===== config.mk =====
export PLATFORM = sky130hd
export DESIGN_NAME = level_sensor_median_ema_monitor
export DESIGN_NICKNAME = d
export VERILOG_FILES = /design/src/rtl/lsm_pkg.sv /design/src/rtl/lsm_div.sv /design/src/rtl/level_sensor_median_ema_monitor.sv
export SDC_FILE = /design/constraint.sdc
export NUM_CORES = 2
export LEC_CHECK = 0
export ABC_AREA = 1
export BUFFER_PORTS_ARGS = -buffer_cell sky130_fd_sc_hd__buf_2
export CORE_UTILIZATION = 65
export CTS_CLUSTER_SIZE = 28
export DETAILED_ROUTE_END_ITERATION = 12
export PLACE_DENSITY = 0.87
export SLEW_MARGIN = 30
export SYNTH_ARGS = -nofsm -noshare
export SYNTH_HDL_FRONTEND = slang
export SYNTH_SLANG_ARGS = --single-unit
export TNS_END_PERCENT = 30

===== constraint.sdc =====
create_clock -name clk -period 14.8 [get_ports clk]
set_input_delay 2.22 -clock clk [delete_from_list [all_inputs] [get_ports clk]]
set_output_delay 2.22 -clock clk [all_outputs]
set_load 0.05 [all_outputs]

===== src/rtl/lsm_pkg.sv =====
// ----------------------------------------------------------------------------
// lsm_pkg
// Shared types and constants for the level sensor median/EMA monitor.
// ----------------------------------------------------------------------------
package lsm_pkg;

  localparam int DIST_W  = 13;
  localparam int SMOOTH_W = 21;
  localparam int FILL_W  = 10;
  localparam int CNT_W   = 8;
  localparam int HGT_W   = 10;
  localparam int NUM_W   = 20;

  localparam logic [CNT_W-1:0]  COUNT_MAX = 8'd250;
  localparam logic [FILL_W-1:0] FILL_MAX  = 10'd1000;
  localparam logic [DIST_W-1:0] DIST_MAX  = 13'd8191;

  typedef enum logic [1:0] {
    CMD_READING   = 2'd0,
    CMD_CLR_ABOVE = 2'd1,
    CMD_CLR_BOTH  = 2'd2,
    CMD_NONE      = 2'd3
  } cmd_t;

  typedef enum logic [1:0] {
    HEALTH_STARTING = 2'd0,
    HEALTH_OK       = 2'd1,
    HEALTH_FAULT    = 2'd2,
    HEALTH_NOSENSOR = 2'd3
  } health_t;

  typedef enum logic [2:0] {
    REG_HEIGHT = 3'd0,
    REG_START  = 3'd1,
    REG_STOP   = 3'd2,
    REG_ALPHA  = 3'd3,
    REG_LIMIT  = 3'd4,
    REG_WINDOW = 3'd5
  } reg_idx_t;

  typedef enum logic [3:0] {
    ST_IDLE,
    ST_LOAD,
    ST_CMP,
    ST_CHK,
    ST_EMA1,
    ST_EMA2,
    ST_RND,
    ST_DIVS,
    ST_DIV,
    ST_FIN,
    ST_OUT
  } state_t;

endpackage


===== src/rtl/lsm_div.sv =====
// ----------------------------------------------------------------------------
// lsm_div
// Restoring unsigned divider, one quotient bit per cycle.
// ----------------------------------------------------------------------------
module lsm_div
  import lsm_pkg::*;
(
  input  logic             clk,
  input  logic             rst,
  input  logic             start,
  input  logic [NUM_W-1:0] num,
  input  logic [HGT_W-1:0] den,
  output logic [NUM_W-1:0] quo,
  output logic             done
);

  localparam int STEP_W = $clog2(NUM_W + 1);

  logic [HGT_W-1:0]  rem;
  logic [HGT_W:0]    rem_sh;
  logic [HGT_W-1:0]  den_r;
  logic [STEP_W-1:0] steps;
  logic              busy;

  assign rem_sh = {rem, quo[NUM_W-1]};

  always_ff @(posedge clk) begin
    if (rst) begin
      busy  <= 1'b0;
      done  <= 1'b0;
      steps <= '0;
    end else begin
      done <= 1'b0;
      if (start) begin
        busy  <= 1'b1;
        steps <= STEP_W'(NUM_W);
        rem   <= '0;
        quo   <= num;
        den_r <= den;
      end else if (busy) begin
        // shift in next numerator bit, subtract when it fits
        if (rem_sh >= {1'b0, den_r}) begin
          rem <= HGT_W'(rem_sh - {1'b0, den_r});
          quo <= {quo[NUM_W-2:0], 1'b1};
        end else begin
          rem <= rem_sh[HGT_W-1:0];
          quo <= {quo[NUM_W-2:0], 1'b0};
        end
        steps <= steps - 1'b1;
        if (steps == STEP_W'(1)) begin
          busy <= 1'b0;
          done <= 1'b1;
        end
      end
    end
  end

endmodule


===== src/rtl/level_sensor_median_ema_monitor.sv =====
// ----------------------------------------------------------------------------
// level_sensor_median_ema_monitor
// Median window, EMA smoothing, depth/fill and health tracking for a level sensor.
// ----------------------------------------------------------------------------
// One beat in, one beat out. Command beats and failed readings go straight from
// the accept state to the output state. A valid reading runs a rank search over
// the filled window with one shared comparator (n candidates, each loaded and
// compared against every entry, stopping at the median), the EMA states, a
// rounding state and a 20-step bit-serial fill division, then waits in the output
// state while an earlier output is still held by m_axis_tready low.
// The input is not ready until the result is loaded in the output register.
module level_sensor_median_ema_monitor
  import lsm_pkg::*;
#(
  parameter int WINDOW_SIZE = 5
) (
  input  logic        clk,
  input  logic        rst,
  input  logic        s_axis_tvalid,
  output logic        s_axis_tready,
  input  logic [47:0] s_axis_tdata,  // distance_tenth_cm, elapsed_ms, zero pad
  input  logic [2:0]  s_axis_tuser,  // command, reading_valid
  output logic        m_axis_tvalid,
  input  logic        m_axis_tready,
  // health, sensor_good, smoothed_distance, water_depth, fill_tenth_percent,
  // below_start_count, above_stop_count, zero pad
  output logic [55:0] m_axis_tdata,
  input  logic        psel,
  input  logic        penable,
  input  logic        pwrite,
  input  logic [4:0]  paddr,
  input  logic [31:0] pwdata,
  output logic [31:0] prdata,
  output logic        pready
);

  localparam int IW = (WINDOW_SIZE > 1) ? $clog2(WINDOW_SIZE) : 1;
  localparam int CW = $clog2(WINDOW_SIZE + 1);

  // configuration
  logic [HGT_W-1:0] tank_height_cm;
  logic [6:0]       start_percent;
  logic [6:0]       stop_percent;
  logic [8:0]       smoothing_alpha;
  logic [7:0]       fail_limit;
  logic [31:0]      no_sensor_window_ms;
  reg_idx_t         reg_sel;

  assign pready  = 1'b1;
  assign reg_sel = reg_idx_t'(paddr[4:2]);

  always_ff @(posedge clk) begin
    if (rst) begin
      tank_height_cm      <= 10'd200;
      start_percent       <= 7'd20;
      stop_percent        <= 7'd90;
      smoothing_alpha     <= 9'd77;
      fail_limit          <= 8'd5;
      no_sensor_window_ms <= 32'd10000;
    end else if (psel && penable && pwrite) begin
      case (reg_sel)
        REG_HEIGHT: tank_height_cm      <= pwdata[9:0];
        REG_START:  start_percent       <= pwdata[6:0];
        REG_STOP:   stop_percent        <= pwdata[6:0];
        REG_ALPHA:  smoothing_alpha     <= pwdata[8:0];
        REG_LIMIT:  fail_limit          <= pwdata[7:0];
        REG_WINDOW: no_sensor_window_ms <= pwdata;
        default: ;
      endcase
    end
  end

  always_comb begin
    case (reg_sel)
      REG_HEIGHT: prdata = {22'd0, tank_height_cm};
      REG_START:  prdata = {25'd0, start_percent};
      REG_STOP:   prdata = {25'd0, stop_percent};
      REG_ALPHA:  prdata = {23'd0, smoothing_alpha};
      REG_LIMIT:  prdata = {24'd0, fail_limit};
      REG_WINDOW: prdata = no_sensor_window_ms;
      default:    prdata = '0;
    endcase
  end

  // input fields
  cmd_t              in_cmd;
  logic              in_valid;
  logic [DIST_W-1:0] in_dist;
  logic [31:0]       in_elapsed;

  assign in_cmd     = cmd_t'(s_axis_tuser[1:0]);
  assign in_valid   = s_axis_tuser[2];
  assign in_dist    = s_axis_tdata[12:0];
  assign in_elapsed = s_axis_tdata[44:13];

  // state
  state_t               state, state_next;
  logic [DIST_W-1:0]    win [WINDOW_SIZE];
  logic [CW-1:0]        win_fill;
  logic [IW-1:0]        win_head;
  logic [SMOOTH_W-1:0]  smooth_q8;
  logic                 smooth_present;
  logic [CNT_W-1:0]     fail_count;
  logic                 ever_seen;
  health_t              health;
  logic [CNT_W-1:0]     below_count;
  logic [CNT_W-1:0]     above_count;
  logic [DIST_W-1:0]    last_distance;
  logic [DIST_W-1:0]    last_depth;
  logic [FILL_W-1:0]    last_fill;

  // rank search
  logic [IW-1:0]     cand_idx;
  logic [IW-1:0]     cmp_idx;
  logic [IW-1:0]     rd_idx;
  logic [DIST_W-1:0] rd_data;
  logic [DIST_W-1:0] cand;
  logic [CW-1:0]     lt_cnt;
  logic [CW-1:0]     eq_cnt;
  logic [CW-1:0]     mid_rank;
  logic [CW:0]       le_sum;
  logic [DIST_W-1:0] median;

  // arithmetic
  logic [8:0]          alpha_eff;
  logic [29:0]         prod;
  logic [SMOOTH_W:0]   ema_sum;
  logic [SMOOTH_W:0]   rnd_sum;
  logic [DIST_W:0]     dist_r;
  logic [DIST_W-1:0]   dist_c;
  logic [DIST_W:0]     hgt10;
  logic [DIST_W:0]     depth_w;
  logic [DIST_W-1:0]   depth_c;
  logic [NUM_W-1:0]    quo;
  logic                div_done;
  logic                div_start;
  logic [FILL_W-1:0]   fill_c;
  logic [CNT_W-1:0]    fail_inc;
  logic                recover;
  logic [IW-1:0]       head_eff;
  logic [CW-1:0]       fill_eff;
  logic                accept;
  logic                out_load;

  assign accept   = s_axis_tvalid && s_axis_tready;
  assign recover  = (health != HEALTH_OK);
  assign head_eff = recover ? '0 : win_head;
  assign fill_eff = recover ? '0 : win_fill;
  assign fail_inc = (fail_count < COUNT_MAX) ? fail_count + 1'b1 : fail_count;

  assign rd_idx   = (state == ST_LOAD) ? cand_idx : cmp_idx;
  assign rd_data  = win[rd_idx];
  assign mid_rank = win_fill >> 1;
  assign le_sum   = {1'b0, lt_cnt} + {1'b0, eq_cnt};

  assign alpha_eff = (smoothing_alpha > 9'd256) ? 9'd256 : smoothing_alpha;
  assign ema_sum   = (SMOOTH_W+1)'(prod[29:8]) + (SMOOTH_W+1)'(median * alpha_eff);
  assign rnd_sum   = {1'b0, smooth_q8} + (SMOOTH_W+1)'(128);
  assign dist_r    = rnd_sum[SMOOTH_W:8];
  assign dist_c    = (dist_r > {1'b0, DIST_MAX}) ? DIST_MAX : dist_r[DIST_W-1:0];
  assign hgt10     = (DIST_W+1)'(tank_height_cm * 4'd10);
  assign depth_w   = (hgt10 > {1'b0, dist_c}) ? hgt10 - {1'b0, dist_c} : '0;
  assign depth_c   = (depth_w > {1'b0, DIST_MAX}) ? DIST_MAX : depth_w[DIST_W-1:0];
  assign fill_c    = (tank_height_cm == '0) ? '0 :
                     (quo > NUM_W'(FILL_MAX)) ? FILL_MAX : quo[FILL_W-1:0];

  lsm_div u_div (
    .clk   (clk),
    .rst   (rst),
    .start (div_start),
    .num   (NUM_W'(last_depth * 7'd100)),
    .den   (tank_height_cm),
    .quo   (quo),
    .done  (div_done)
  );

  // next state
  always_comb begin
    state_next = state;
    unique case (state)
      ST_IDLE: begin
        if (accept) begin
          if (in_cmd == CMD_READING && in_valid) state_next = ST_LOAD;
          else state_next = ST_OUT;
        end
      end
      ST_LOAD: state_next = ST_CMP;
      ST_CMP:  if (cmp_idx == IW'(win_fill - 1'b1)) state_next = ST_CHK;
      ST_CHK: begin
        if ({1'b0, lt_cnt} <= {1'b0, mid_rank} && {1'b0, mid_rank} < le_sum)
          state_next = ST_EMA1;
        else
          state_next = ST_LOAD;
      end
      ST_EMA1: state_next = smooth_present ? ST_EMA2 : ST_RND;
      ST_EMA2: state_next = ST_RND;
      ST_RND:  state_next = ST_DIVS;
      ST_DIVS: state_next = ST_DIV;
      ST_DIV:  if (div_done) state_next = ST_FIN;
      ST_FIN:  state_next = ST_OUT;
      ST_OUT:  if (!m_axis_tvalid || m_axis_tready) state_next = ST_IDLE;
      default: state_next = ST_IDLE;
    endcase
  end

  // control outputs
  always_comb begin
    s_axis_tready = (state == ST_IDLE) && !rst;
    div_start     = (state == ST_DIVS);
    out_load      = (state == ST_OUT) && (!m_axis_tvalid || m_axis_tready);
  end

  always_ff @(posedge clk) begin
    if (rst) begin
      state          <= ST_IDLE;
      win_fill       <= '0;
      win_head       <= '0;
      smooth_q8      <= '0;
      smooth_present <= 1'b0;
      fail_count     <= '0;
      ever_seen      <= 1'b0;
      health         <= HEALTH_STARTING;
      below_count    <= '0;
      above_count    <= '0;
      last_distance  <= '0;
      last_depth     <= '0;
      last_fill      <= '0;
      m_axis_tvalid  <= 1'b0;
    end else begin
      state <= state_next;
      m_axis_tvalid <= out_load || (m_axis_tvalid && !m_axis_tready);
      unique case (state)
        ST_IDLE: begin
          if (accept) begin
            priority case (in_cmd)
              CMD_READING: begin
                if (in_valid) begin
                  if (recover) begin
                    smooth_present <= 1'b0;
                    smooth_q8      <= '0;
                    below_count    <= '0;
                    above_count    <= '0;
                  end
                  ever_seen      <= 1'b1;
                  fail_count     <= '0;
                  win[head_eff]  <= in_dist;
                  win_head <= (head_eff == IW'(WINDOW_SIZE - 1)) ? '0 : head_eff + 1'b1;
                  win_fill <= (fill_eff < CW'(WINDOW_SIZE)) ? fill_eff + 1'b1 : fill_eff;
                  cand_idx <= '0;
                end else begin
                  fail_count <= fail_inc;
                  if (!ever_seen) begin
                    if (in_elapsed > no_sensor_window_ms) health <= HEALTH_NOSENSOR;
                  end else if (fail_inc >= fail_limit) begin
                    health <= HEALTH_FAULT;
                  end
                end
              end
              CMD_CLR_ABOVE: above_count <= '0;
              CMD_CLR_BOTH: begin
                below_count <= '0;
                above_count <= '0;
              end
              default: ;
            endcase
          end
        end
        ST_LOAD: begin
          cand    <= rd_data;
          cmp_idx <= '0;
          lt_cnt  <= '0;
          eq_cnt  <= '0;
        end
        ST_CMP: begin
          if (rd_data < cand) lt_cnt <= lt_cnt + 1'b1;
          if (rd_data == cand) eq_cnt <= eq_cnt + 1'b1;
          cmp_idx <= cmp_idx + 1'b1;
        end
        ST_CHK: begin
          median   <= cand;
          cand_idx <= cand_idx + 1'b1;
        end
        ST_EMA1: begin
          if (!smooth_present) begin
            smooth_q8      <= {median, 8'd0};
            smooth_present <= 1'b1;
          end else begin
            prod <= 30'(smooth_q8) * 30'(9'd256 - alpha_eff);
          end
        end
        ST_EMA2: smooth_q8 <= ema_sum[SMOOTH_W-1:0];
        ST_RND: begin
          last_distance <= dist_c;
          last_depth    <= depth_c;
        end
        ST_FIN: begin
          last_fill <= fill_c;
          health    <= HEALTH_OK;
          // both thresholds compare against the freshly computed fill
          if ({1'b0, fill_c} < start_percent * 4'd10) begin
            if (below_count < COUNT_MAX) below_count <= below_count + 1'b1;
          end else begin
            below_count <= '0;
          end
          if ({1'b0, fill_c} >= stop_percent * 4'd10) begin
            if (above_count < COUNT_MAX) above_count <= above_count + 1'b1;
          end else begin
            above_count <= '0;
          end
        end
        ST_OUT: begin
          if (out_load) begin
            m_axis_tdata  <= {1'b0, above_count, below_count, last_fill, last_depth,
                              last_distance, (health == HEALTH_OK), health};
          end
        end
        default: ;
      endcase
    end
  end

endmodule

==> results.yml <==
synthesis:
  synth_area_leaders: "edfxtp_1 20%, fa_1 16%, ha_1 12%, dfxtp_1 11%, inv_1 8.0%"
  synth-seq-cells: 395
  ys_warn_count: 0
  synth_cell_type_count: 71
  synth_flop_cell: "edfxtp_1"
  synth_edf_count: 219
  synth-seq-area-share_pct: 31.0
  synth_top_area_share_pct: 20.2
  synth_area_um2: 32600
  synth.avg_cell_area_um2: 8.40
  synthCells: 3886
  ys_async_sr_fraction_pct: 0
  yosysTopAreaCell: "edfxtp_1"
cells_and_area:
  syn_to_final_growth_pct: 9.00
  nNetsFinal: 4694
  utilization_pct: 72.2
  final_cells: 4730
  fill_cells: 3622
  stdcell_area_um2: 35600
  multi_input_area_um2: 19500
  seq_area_um2: 10100
  drive_gt1_share_pct: 9.91
run_status:
  status: "finished, final reports clean"
power:
  clockPowerShare_pct: 22.1
  p_per_area_nw_per_um2: 142
  seq_power_share_pct: 26.6
  peakVddDrop_uv: 185
  leakage_nw: 16.7
  finalPower_mw: 5.05
  switchingPower_mw: 2.26
  p_sw_share_pct: 44.8
  p_int_mw: 2.79
  power_frac_comb_pct: 51.3
clock_network:
  path_clk_slew_ns: 0.06
  clock_path_buffers: 3
  cts_made_buffers: 42
  cts_tree: "yes"
  ctsHoldBuffers: 0
  cts_root_buf: "clkbuf_16"
  post_cts_buffers: 0
  cts_resized: 0
  clock_sinks: 395
  htreeDepth: 2
  clk_latency_ns: 0.59
hold_path:
  hp-class: "reg2reg"
  whs_path_depth: 0
  min_from: "last_fill[1]$_SDFFE_PP0P_"
worst_setup_path:
  end_kind: "flip-flop"
  critPathCapture: "prod[28]$_DFFE_PP_"
  rr_worst_depth: 27
  reg2reg_slack_ns: 7.08
  worstPathRequired_ns: 15.10
  worstSetupPathType: "reg2reg"
  cp_max_fo: 17
  cp.arrival_ns: 8.02
  r2r-end: "prod[28]$_DFFE_PP_"
  crit_path_start: "smoothing_alpha[8]$_SDFFE_PP0P_"
  critPathLaunchType: "flip-flop"
  rr_startpoint: "smoothing_alpha[8]$_SDFFE_PP0P_"
sta:
  rsz0062_at_grt: "no"
  holdWs_ns: 0.438
  post-route-period-util_pct: 52.2
  finalClockSkew_ns: 0.0316
  tightest_slew_ns: 0.977
  clock.fmax_mhz: 129
  slew_viol_final: 0
  slew_headroom_pct: 34.5
  finalSetupTns_ns: 0
  setup_viol: 0
  setup_slack_ns: 7.08
  hold_viol: 0
  final.min_clock_period_ns: 7.72
floorplan:
  die_area_um2: 51100
  die_h_um: 226
  num_rows: 81
  initial_utilization_pct: 66.2
  coreArea_um2: 49300
  pin_count: 186
  fp.dieW_um: 226
drt:
  post_drt_wl_per_cell_um: 18.1
  ant_nets: 0
  firstDrtPassIters: 6
  drc: 0
  routed_wl_mm: 85.8
  dr.first_iter.drc_count: 2416
  vias: 27630
  vias_per_cell: 5.84
grt:
  grt_pass1_wl_mm: 139
  grt_start_max_net_pins: 106
  grt_usage_pct: 34.4
  grt_remaining_overflow: 0
  antenna_found_initial: 0
  grt_pass1_vias: 27500
job:
  maxCapViolCount: 0
place:
  place_congestion: 0.977
  placed_cell_area_um2: 34100
  dpl.hpwl_mm: 63.7
  pre_cts_ws_ns: 7.21
  numPlacedInstances: 4652
  io_buffers: 178
layer usage:
layer	up-vias	track usage, %	wire (um)
li1	12846	-	-
met1	13113	44.6	33500
met2	1390	56.7	41000
met3	281	6.21	8020
met4	0	14.3	3330
met5	-	0	0
logic make-up (layout without fill, tap and decap cells):
logic type	after synthesis	count (layout)	share of synthesized area, %
buffers and inverters	835	994	9.91
adder cells (fa/ha/maj)	567	567	27.7
flip-flops	395	395	31.0
XOR/XNOR	74	74	2.03
AO/OA/AOI/OAI	668	668	11.7
AND/OR/NAND/NOR	1345	1345	17.7
other	2	23	0.0230
cell type report:
cell class	instances	share of cell area, %
Multi-Input combinational cell	2676	54.7
Sequential cell	395	28.4
Inverter	728	7.69
Clock buffer	57	3.37
Timing Repair Buffer	189	2.80
Tap cell	664	2.34
Clock inverter	20	0.679
Antenna cell	1	0.00704
placed cells by master, fill, tap and decap left out, drive strengths merged, types with 33 or more instances in the layout:
cell	instances
nand4	45
o21bai	33
clkbuf	57
a31oi	35
nand3	149
edfxtp	219
a21oi	259
buf	189
inv	723
dfxtp	176
o21ai	252
nor3	40
nand2	669
nor2	400
ha	310
xor2	49
fa	257
synth_stat cells (4+ instances only):
cell,number
a21o_1,12
clkbuf_1,55
a31oi_2,9
nand4_1,43
o21ai_1,20
ha_1,310
a221oi_1,5
nor2_2,20
nor4_1,4
fa_1,257
nand2_2,19
a31oi_1,26
nand3_1,143
o2111ai_1,7
dfxtp_1,176
a21oi_1,257
o21bai_1,32
xnor2_1,24
o21a_1,8
edfxtp_1,219
inv_2,29
nor3_2,7
nor3_1,33
nand3b_1,5
buf_1,14
xor2_1,49
inv_1,692
buf_4,10
nand2_4,5
o22ai_1,9
a22oi_1,5
nand3_2,5
o211ai_1,18
or2_2,21
a211oi_1,7
nand2_1,645
o31ai_1,5
o21ai_0,229
buf_2,22
nor2_1,376
buf_6,4
clkinv_1,6
worst min path at each step:
stage               slack [ns]                          to
floorplan                 0.40  m_axis_tdata[15]$_DFFE_PP_
CTS                       0.44  m_axis_tdata[30]$_DFFE_PP_
detailed placement        0.42  m_axis_tdata[30]$_DFFE_PP_
global placement          0.42  m_axis_tdata[35]$_DFFE_PP_
finish                    0.44  m_axis_tdata[30]$_DFFE_PP_
global route              0.45  m_axis_tdata[37]$_DFFE_PP_
flip-flops by register name (all words and copies together) (netlist names), 20 cells and up:
register / count
no_sensor_window_ms: 32
prod: 21
smooth_q8: 21
u_div.quo: 20
win: 65
m_axis_tdata: 55
worst max-delay path, cell delays in order (launching register included):
cell,delay [ns]
dfxtp_1,0.80
inv_1,0.32
nand2_1,0.36
ha_1,0.30
nand2_1,0.13
inv_1,0.10
nand2_1,0.09
o21ai_1,0.18
nand2_2,0.25
inv_2,0.32
nand2_1,0.15
fa_1,0.58
inv_1,0.05
fa_1,0.48
fa_1,0.53
fa_1,0.55
inv_1,0.05
fa_1,0.58
inv_1,0.06
ha_1,0.38
a21oi_1,0.17
inv_1,0.06
a31oi_1,0.19
o21ai_0,0.14
nand2_1,0.09
nand3_1,0.06
a21oi_1,0.33
xor2_1,0.15
power groups by stage:
stage                     sequential [mW]  clock, mW  combinational [mW]
after floorplan                      1.33          0                1.88
after global placement               1.36          0                2.48
after detailed placement             1.36          0                2.51
after CTS                            1.34       1.12                2.56
after global routing                 1.35       1.16                2.90
final                                1.34       1.12                2.59
(Power assumes the default switching activity.)
